### config.mk
export PLATFORM = sky130hd
export DESIGN_NAME = two_side_countdown_clock
export DESIGN_NICKNAME = d
export VERILOG_FILES = /design/src/hw/rtl/tscc_pkg.sv /design/src/hw/rtl/two_side_countdown_clock.sv
export VERILOG_INCLUDE_DIRS = /design/src /design/src/hw/rtl
export SDC_FILE = /design/constraint.sdc
export NUM_CORES = 2
export LEC_CHECK = 0
export ABC_AREA = 1
export BUFFER_PORTS_ARGS = -buffer_cell sky130_fd_sc_hd__buf_2
export CORE_AREA = 3 3 358 360
export CTS_CLUSTER_SIZE = 20
export DETAILED_ROUTE_END_ITERATION = 10
export DIE_AREA = 0 0 361 363
export PLACE_DENSITY = 0.71
export SYNTH_ARGS = -nofsm -noshare
export SYNTH_HDL_FRONTEND = slang
export SYNTH_SLANG_ARGS = --single-unit
### constraint.sdc
create_clock -name clock -period 12.7 [get_ports clock]
set_clock_uncertainty 0.2 [all_clocks]
set_input_delay 2.54 -clock clock [delete_from_list [all_inputs] [get_ports clock]]
set_output_delay 2.54 -clock clock [all_outputs]
set_load 0.02 [all_outputs]
### src/hw/rtl/assert_macros.svh
// Assertion macros shared by the RTL of the countdown clock.
// Plain text macros only; no dependencies.
`ifndef ASSERT_MACROS_SVH
`define ASSERT_MACROS_SVH

// Same-cycle implication, ignored while reset is high.
`define ASSERT_IMPLIES(label, clk, rst, ante, cons) \
   label: assert property (@(posedge clk) disable iff (rst) (ante) |-> (cons)) \
      else $error("assertion failed: same-cycle implication");

// Next-cycle implication, ignored while reset is high.
`define ASSERT_NEXT(label, clk, rst, ante, cons) \
   label: assert property (@(posedge clk) disable iff (rst) (ante) |=> (cons)) \
      else $error("assertion failed: next-cycle implication");

`endif

### src/hw/rtl/tscc_pkg.sv
// Package for the two-side countdown clock: field widths, command and
// register codes, reset values and display rounding constants. No dependencies.
`default_nettype none

package tscc_pkg;

   localparam int unsigned MS_W      = 32;
   localparam int unsigned SHOWN_W   = 23;
   localparam int unsigned CSR_IDX_W = 2;

   typedef enum logic [2:0] {
      CMD_NEW_GAME = 3'd0,
      CMD_START    = 3'd1,
      CMD_STOP     = 3'd2,
      CMD_MOVE     = 3'd3,
      CMD_SWITCH   = 3'd4,
      CMD_QUERY    = 3'd5
   } cmd_type;

   typedef enum logic [CSR_IDX_W-1:0] {
      CSR_BASE_TIME = 2'd0,
      CSR_INCREMENT = 2'd1
   } csr_idx_type;

   localparam logic [MS_W-1:0] RESET_BASE_MS = 32'd300000;
   localparam logic [MS_W-1:0] FAST_BELOW_MS = 32'd10000;
   localparam logic [MS_W-1:0] FAST_STEP_MS  = 32'd100;
   localparam logic [MS_W-1:0] SLOW_STEP_MS  = 32'd1000;

   // Both steps divide 1000, so floor(ceil(ms/step)*step/1000) equals
   // floor((ms + step - 1)/1000).
   localparam logic [MS_W:0] FAST_ROUND = {1'b0, FAST_STEP_MS - 32'd1};
   localparam logic [MS_W:0] SLOW_ROUND = {1'b0, SLOW_STEP_MS - 32'd1};

   // floor(a/1000) = floor((a >> 3) * DIV_MULT >> DIV_SHIFT), exact for a < 2^33.
   localparam int unsigned    DIV_PRE   = 3;
   localparam int unsigned    DIV_N_W   = MS_W + 1 - DIV_PRE;
   localparam int unsigned    DIV_M_W   = 31;
   localparam int unsigned    DIV_SHIFT = 37;
   localparam logic [DIV_M_W-1:0] DIV_MULT = 31'd1099511628;

endpackage

`default_nettype wire

### src/hw/rtl/two_side_countdown_clock.sv
// Top level of the two-side countdown clock with Fischer increment.
// Depends on tscc_pkg and assert_macros.svh.
`default_nettype none
`include "assert_macros.svh"

// Two-side countdown clock. Each transfer on the req channel carries a command
// (new game, start, stop, move made, switch side, query; codes six and seven
// act as query), a side and a wrapping millisecond timestamp; each one gives
// exactly one transfer on the rsp channel with both remaining times at that
// timestamp, their display seconds (rounded up to 100 ms below ten seconds,
// to whole seconds above) and the running, active side and enabled flags.
// The block takes one transfer per cycle for as long as the rsp side keeps up;
// each request, once accepted, passes through an input register, the clock
// state update (a wrapping subtract, a floored compare and a saturating
// increment add), one constant-reciprocal multiply per side for the display
// seconds, and then the output register. Bubbles are squeezed
// out, so a stalled result holds only as much of the pipeline as is full.
// Configuration writes (base time, increment) are always taken; they are
// meant to be made while no request is in flight, and the base time takes
// effect at the next new game. A base time of zero disables the clock.
module two_side_countdown_clock
   import tscc_pkg::*;
(
   input  wire logic                 clock,
   input  wire logic                 reset,
   // request channel
   input  wire logic                 req_tvalid,
   output logic                      req_tready,
   input  wire logic [31:0]          req_tdata,  // now_ms[31:0]
   input  wire logic [3:0]           req_tuser,  // cmd[2:0], side[3]
   // result channel
   output logic                      rsp_tvalid,
   input  wire logic                 rsp_tready,
   // white_left_ms[31:0], black_left_ms[63:32], white_shown_s[86:64],
   // black_shown_s[109:87], is_running[110], active_side[111],
   // clock_enabled[112], zero[119:113]
   output logic [119:0]              rsp_tdata,
   // configuration write channel
   input  wire logic                 csr_valid,
   output logic                      csr_ready,
   input  wire logic [CSR_IDX_W-1:0] csr_index,
   input  wire logic [MS_W-1:0]      csr_data
);

   // Configuration registers
   logic [MS_W-1:0] base_ff;
   logic [MS_W-1:0] inc_ff;

   // Clock state
   logic [1:0][MS_W-1:0] tl_ff, tl_in;
   logic                 run_ff, run_in;
   logic                 side_ff, side_in;
   logic [MS_W-1:0]      stamp_ff, stamp_in;
   logic                 en_ff, en_in;

   // Stage 0: input register
   logic            v0_ff;
   logic [2:0]      s0_cmd_ff;
   logic            s0_side_ff;
   logic [MS_W-1:0] s0_now_ff;

   // Stage 1: remaining times and flags after the command
   logic            v1_ff;
   logic [MS_W-1:0] s1_w_ff, s1_b_ff;
   logic            s1_run_ff, s1_side_ff, s1_en_ff;

   // Stage 2: display seconds out of the multipliers
   logic               v2_ff;
   logic [MS_W-1:0]    s2_w_ff, s2_b_ff;
   logic [SHOWN_W-1:0] s2_ws_ff, s2_bs_ff;
   logic               s2_run_ff, s2_side_ff, s2_en_ff;

   // Stage 3: output register
   logic               v3_ff;
   logic [MS_W-1:0]    s3_w_ff, s3_b_ff;
   logic [SHOWN_W-1:0] s3_ws_ff, s3_bs_ff;
   logic               s3_run_ff, s3_side_ff, s3_en_ff;

   // Advance enables: a stage loads when it is empty or its content moves on
   logic adv3, take2, take1, take0;

   assign adv3       = !v3_ff || rsp_tready;
   assign take2      = !v2_ff || adv3;
   assign take1      = !v1_ff || take2;
   assign take0      = !v0_ff || take1;
   assign req_tready = take0;
   assign csr_ready  = 1'b1;

   // ---------------------------------------------------------------------
   // State update for the item in stage 0
   // ---------------------------------------------------------------------
   logic [MS_W-1:0] cur_left, spent, ded, charged, bumped;
   logic [MS_W:0]   sum;
   logic            live_q;
   logic [MS_W-1:0] w_in, b_in;

   always_comb begin
      cur_left = tl_ff[side_ff];
      spent    = s0_now_ff - stamp_ff;               // wraps modulo 2^32
      ded      = (spent >= cur_left) ? '0 : cur_left - spent;
      charged  = run_ff ? ded : cur_left;
      sum      = {1'b0, charged} + {1'b0, inc_ff};
      // add the increment only while time remains, saturating at all ones
      if (charged == '0) begin
         bumped = charged;
      end else if (sum[MS_W]) begin
         bumped = '1;
      end else begin
         bumped = sum[MS_W-1:0];
      end

      tl_in    = tl_ff;
      run_in   = run_ff;
      side_in  = side_ff;
      stamp_in = stamp_ff;
      en_in    = en_ff;
      live_q   = 1'b0;

      unique case (cmd_type'(s0_cmd_ff))
         CMD_NEW_GAME: begin
            tl_in    = {base_ff, base_ff};
            run_in   = 1'b0;
            side_in  = 1'b0;
            stamp_in = '0;
            en_in    = (base_ff != '0);
         end
         CMD_START: begin
            if (en_ff) begin
               side_in  = s0_side_ff;
               stamp_in = s0_now_ff;
               run_in   = 1'b1;
            end
         end
         CMD_STOP: begin
            if (run_ff) begin
               tl_in[side_ff] = ded;
               stamp_in       = s0_now_ff;
            end
            run_in = 1'b0;
         end
         CMD_MOVE: begin
            if (en_ff) begin
               tl_in[side_ff] = bumped;
               side_in        = !side_ff;
               stamp_in       = s0_now_ff;
               run_in         = 1'b1;
            end
         end
         CMD_SWITCH: begin
            if (en_ff) begin
               tl_in[side_ff] = charged;
               side_in        = s0_side_ff;
               stamp_in       = s0_now_ff;
               run_in         = 1'b1;
            end
         end
         default: begin
            // query: state holds, the charged side reads live
            live_q = run_ff;
         end
      endcase

      // every other command leaves the stamp at now or the clock stopped, so the stored value is live
      w_in = (live_q && !side_ff) ? ded : tl_in[0];
      b_in = (live_q &&  side_ff) ? ded : tl_in[1];
   end

   // ---------------------------------------------------------------------
   // Display seconds: floor((ms + step - 1) / 1000) by reciprocal multiply
   // ---------------------------------------------------------------------
   logic [MS_W:0]                 w_rnd, b_rnd;
   logic [DIV_N_W+DIV_M_W-1:0]    w_prod, b_prod;

   always_comb begin
      w_rnd  = {1'b0, s1_w_ff} + ((s1_w_ff < FAST_BELOW_MS) ? FAST_ROUND : SLOW_ROUND);
      b_rnd  = {1'b0, s1_b_ff} + ((s1_b_ff < FAST_BELOW_MS) ? FAST_ROUND : SLOW_ROUND);
      w_prod = {{DIV_M_W{1'b0}}, w_rnd[MS_W:DIV_PRE]} * {{DIV_N_W{1'b0}}, DIV_MULT};
      b_prod = {{DIV_M_W{1'b0}}, b_rnd[MS_W:DIV_PRE]} * {{DIV_N_W{1'b0}}, DIV_MULT};
   end

   // ---------------------------------------------------------------------
   // Control registers
   // ---------------------------------------------------------------------
   always_ff @(posedge clock) begin
      if (reset) begin
         base_ff  <= RESET_BASE_MS;
         inc_ff   <= '0;
         tl_ff    <= {RESET_BASE_MS, RESET_BASE_MS};
         run_ff   <= 1'b0;
         side_ff  <= 1'b0;
         stamp_ff <= '0;
         en_ff    <= (RESET_BASE_MS != '0);
         v0_ff    <= 1'b0;
         v1_ff    <= 1'b0;
         v2_ff    <= 1'b0;
         v3_ff    <= 1'b0;
      end else begin
         if (csr_valid) begin
            if (csr_index == CSR_BASE_TIME) begin
               base_ff <= csr_data;
            end else if (csr_index == CSR_INCREMENT) begin
               inc_ff <= csr_data;
            end
         end
         // commit the clock state as the item leaves stage 0
         if (take1 && v0_ff) begin
            tl_ff    <= tl_in;
            run_ff   <= run_in;
            side_ff  <= side_in;
            stamp_ff <= stamp_in;
            en_ff    <= en_in;
         end
         if (take0) v0_ff <= req_tvalid;
         if (take1) v1_ff <= v0_ff;
         if (take2) v2_ff <= v1_ff;
         if (adv3)  v3_ff <= v2_ff;
      end
   end

   // ---------------------------------------------------------------------
   // Payload registers
   // ---------------------------------------------------------------------
   always_ff @(posedge clock) begin
      if (take0) begin
         s0_cmd_ff  <= req_tuser[2:0];
         s0_side_ff <= req_tuser[3];
         s0_now_ff  <= req_tdata;
      end
      if (take1) begin
         s1_w_ff    <= w_in;
         s1_b_ff    <= b_in;
         s1_run_ff  <= run_in;
         s1_side_ff <= side_in;
         s1_en_ff   <= en_in;
      end
      if (take2) begin
         s2_w_ff    <= s1_w_ff;
         s2_b_ff    <= s1_b_ff;
         s2_ws_ff   <= w_prod[DIV_SHIFT +: SHOWN_W];
         s2_bs_ff   <= b_prod[DIV_SHIFT +: SHOWN_W];
         s2_run_ff  <= s1_run_ff;
         s2_side_ff <= s1_side_ff;
         s2_en_ff   <= s1_en_ff;
      end
      if (adv3) begin
         s3_w_ff    <= s2_w_ff;
         s3_b_ff    <= s2_b_ff;
         s3_ws_ff   <= s2_ws_ff;
         s3_bs_ff   <= s2_bs_ff;
         s3_run_ff  <= s2_run_ff;
         s3_side_ff <= s2_side_ff;
         s3_en_ff   <= s2_en_ff;
      end
   end

   assign rsp_tvalid = v3_ff;
   assign rsp_tdata  = {7'd0, s3_en_ff, s3_side_ff, s3_run_ff,
                        s3_bs_ff, s3_ws_ff, s3_b_ff, s3_w_ff};

   // ---------------------------------------------------------------------
   // Assertions
   // ---------------------------------------------------------------------
   // a disabled clock never runs
   `ASSERT_IMPLIES(a_disabled_idle, clock, reset, !en_ff, !run_ff)
   // an empty output register never holds back the request side
   `ASSERT_IMPLIES(a_ready_when_empty, clock, reset, !v3_ff, req_tready)
   // a move on an enabled clock hands the clock to the other side, running
   `ASSERT_NEXT(a_move_hands_over, clock, reset,
      take1 && v0_ff && en_ff && (s0_cmd_ff == CMD_MOVE),
      run_ff && (side_ff != $past(side_ff)))

endmodule

`default_nettype wire
==> flow_summary.toml <==
[status]
outcome = "finished, final reports clean"

[floorplan]
die_h_um = 363
die_w_um = 361
start_util_pct = 44.78
rows = 130
dieArea_um2 = 131000
io_pins = 198
coreArea_um2 = 125400

[setup_path]
startpoint_type = "register"
timing.rr.start = "s1_w_ff[5]"
cp-end-kind = "register"
crit_path_max_fanout = 11
r2r_end = "s2_ws_ff[20]"
cp.required_ns = 12.91
reg2reg_slack_ns = 1.23
critPathMaxStageDelay_ns = 0.54
critPathArrivalTime_ns = 11.68
cpMostUsedCell = "fa_1"
cpMaxStageDelayCell = "inv_1"
path_class = "reg2reg"
rr_worst_depth = 46

[placed_design]
place.gp.congestion = 1.032
dpl.hpwl_um = 139900
io_buffers = 189
placed_cells_incl_taps = 8347
pre_cts_ws_ns = 1.486

[global_routing]
grt_antenna_before_repair = 5
overflow = 0
grt_pass1_wl_um = 266500
grtUsageTotal_pct = 26.35
grt_max_degree = 84
grt_pass1_vias = 45430

[timing]
fin_crit_ns = 11.47
slew_violations = 0
setup_ws_ns = 1.227
finalSetupViolCount = 0
fin_crit_sh_pct = 90.34
finalSetupTns_ns = 0
hold_viol = 0
worst_pin_slew_ns = 1.322
rsz0062_at_grt = "no"
timing.slew.headroom_pct = 10.91
max_freq_mhz = 87.16
hold_ws_ns = 0.2173

[yosys]
yosys_warnings = 0
synth_ff_type = "edfxtp_1"
ys_seq_area_share_pct = 23.55
syn-cell-area_um2 = 56150
synth_edf_count = 329
synth-async-reset-ratio_pct = 0
synth_cell_types = 59
syn_avg_cell_area_um2 = 8.492
synth_cells = 6612
ys_ff_latch = 496

[clocking]
clock_latency_ns = 0.68
cts_buffers = 56
cts_max_level = 2
path_clk_slew_ns = 0.07
cts_resized = 0
clockBufferDepth = 3
cts_tree = "built"
cts_setup_buffers = 0
postCtsHoldBufs = 0
cts-root-buf = "clkbuf_16"
cts.sinks = 496

[layout]
synthToLayoutAreaGrowth_pct = 8.447
fin_cells = 8452
fin_nets = 8218
drive_above_1_share_pct = 7.000

[detailed_routing]
via_per_inst = 5.424
num_vias = 45850
postRouteAntennaNets = 0
drt_wl_total_um = 174200
post_drt_wl_per_cell_um = 20.61
drt-initial-drc-count = 4164
drc = 0
drt_pass1_iterations = 6

[job]
max_cap_viol_count = 0

[worst_hold_path]
hold_depth = 0
hold_path_class = "reg2reg"
min_to = "s3_b_ff[1]"
hp-start = "s2_b_ff[1]"
[per-layer routing]
metal / track usage [%] / vias to the layer above / part of all wire [%]
met5: 0 / - / 0.0075
met4: 13.06 / 2 / 5.9
met3: 4.617 / 383 / 8.2
met2: 41.21 / 1836 / 43
met1: 35.34 / 21800 / 42
li1: - / 21830 / -
[stage by stage]
| step | instance area [µm²] | utilization [%] |
|---|---|---|
| after CTS | 60890 | 48.55 |
| after detailed placement | 58950 | 47.00 |
| final | 60890 | 48.56 |
| after floorplan | 56170 | - |
| after global placement | 58950 | 47.00 |
| after global routing | 60890 | 48.55 |
[worst max-delay path, delay by kind of cell (launching register included)]
family          cells  cell delay [ns]
fa+ha+maj          10             4.53
simple gates       20             2.76
compound gates     11             2.41
buf+inv             4             0.78
flops               1             0.44
xor+xnor            1             0.10
[layout by cell type (no fill, tap or decap), types with 8 or more instances in the layout]
master	Yosys	layout
ha_1	833	833
nand3b_1	13	13
xor2_1	90	90
nand2_1	1207	1204
o21ai_1	82	83
a21o_1	18	18
bufinv_16	0	8
inv_1	1239	1233
nor2_1	437	430
edfxtp_1	329	329
o21ai_0	377	376
conb_1	2	8
nor2_4	14	16
xnor2_1	36	36
clkinv_4	0	10
nand3_1	165	164
nor2_2	7	12
o21a_1	21	21
fa_1	555	555
a21oi_1	435	435
buf_4	13	59
nand4_1	90	90
nand2_2	39	42
or2_2	29	29
nor4_1	26	26
o211ai_1	26	26
inv_2	6	11
o21bai_1	16	16
nor3_1	33	33
a211oi_1	42	42
a31oi_1	31	31
clkinvlp_4	0	8
buf_2	9	189
dfxtp_1	167	165
clkbuf_16	0	56
[cells in the mapped netlist (all sizes together) (91+ instances only)]
| cell type | number | area (µm²) |
|---|---|---|
| ha | 833 | 10420 |
| nand3 | 169 | 865.8 |
| nand2 | 1248 | 4797 |
| fa | 555 | 11110 |
| a21oi | 437 | 2195 |
| dfxtp | 167 | 3343 |
| inv | 1245 | 4673 |
| clkbuf | 128 | 480.5 |
| nand4 | 91 | 584.3 |
| nor2 | 458 | 1842 |
| o21ai | 459 | 2297 |
| edfxtp | 329 | 9879 |
[final cells by class]
class,instances,area (µm²)
clock inverters,41,520.5
fillers,12020,64510
clock buffers,62,1424
diodes,2,5.005
inverters,1249,4696
flip-flops and latches,496,13230
repair buffers,249,1409
well taps,1650,2064
multi-input cells,4703,37550
[worst max-delay path by stage]
stage	slack, ns	from	to	cells past startpoint
final	1.23	s1_w_ff[5]	s2_ws_ff[20]	46
after global routing	0.55	s1_w_ff[5]	s2_ws_ff[20]	46
after CTS	1.44	s1_w_ff[5]	s2_ws_ff[20]	46
after detailed placement	1.49	s1_w_ff[5]	s2_ws_ff[20]	46
after global placement	1.85	s0_now_ff[0]	s1_w_ff[27]	49
after floorplan	1.62	rsp_tready	req_tready	6
[sequential cells by signal (all words and copies together), names as in the netlist, 32 cells and up]
signal and cells:
tl_ff 64, inc_ff 32, s2_w_ff 32, s3_w_ff 32
s0_now_ff 32, stamp_ff 32, s1_w_ff 32, s1_b_ff 32
s2_b_ff 32, s3_b_ff 32, base_ff 32
[logic make-up (layout without fill, tap and decap cells)]
logic type | Yosys count | in the layout | share of synthesized area [%]
buf+inv | 1419 | 1601 | 9.688
compound gates | 1101 | 1101 | 10.76
fa+ha+maj | 1388 | 1388 | 38.35
other cells | 2 | 10 | 0.01337
simple gates | 2080 | 2080 | 15.67
xor+xnor | 126 | 126 | 1.965
flops | 496 | 496 | 23.55
Power is left out: the tool's default activity adds up to more than one toggle a clock period on the data nets, which glitch-free logic cannot reach.
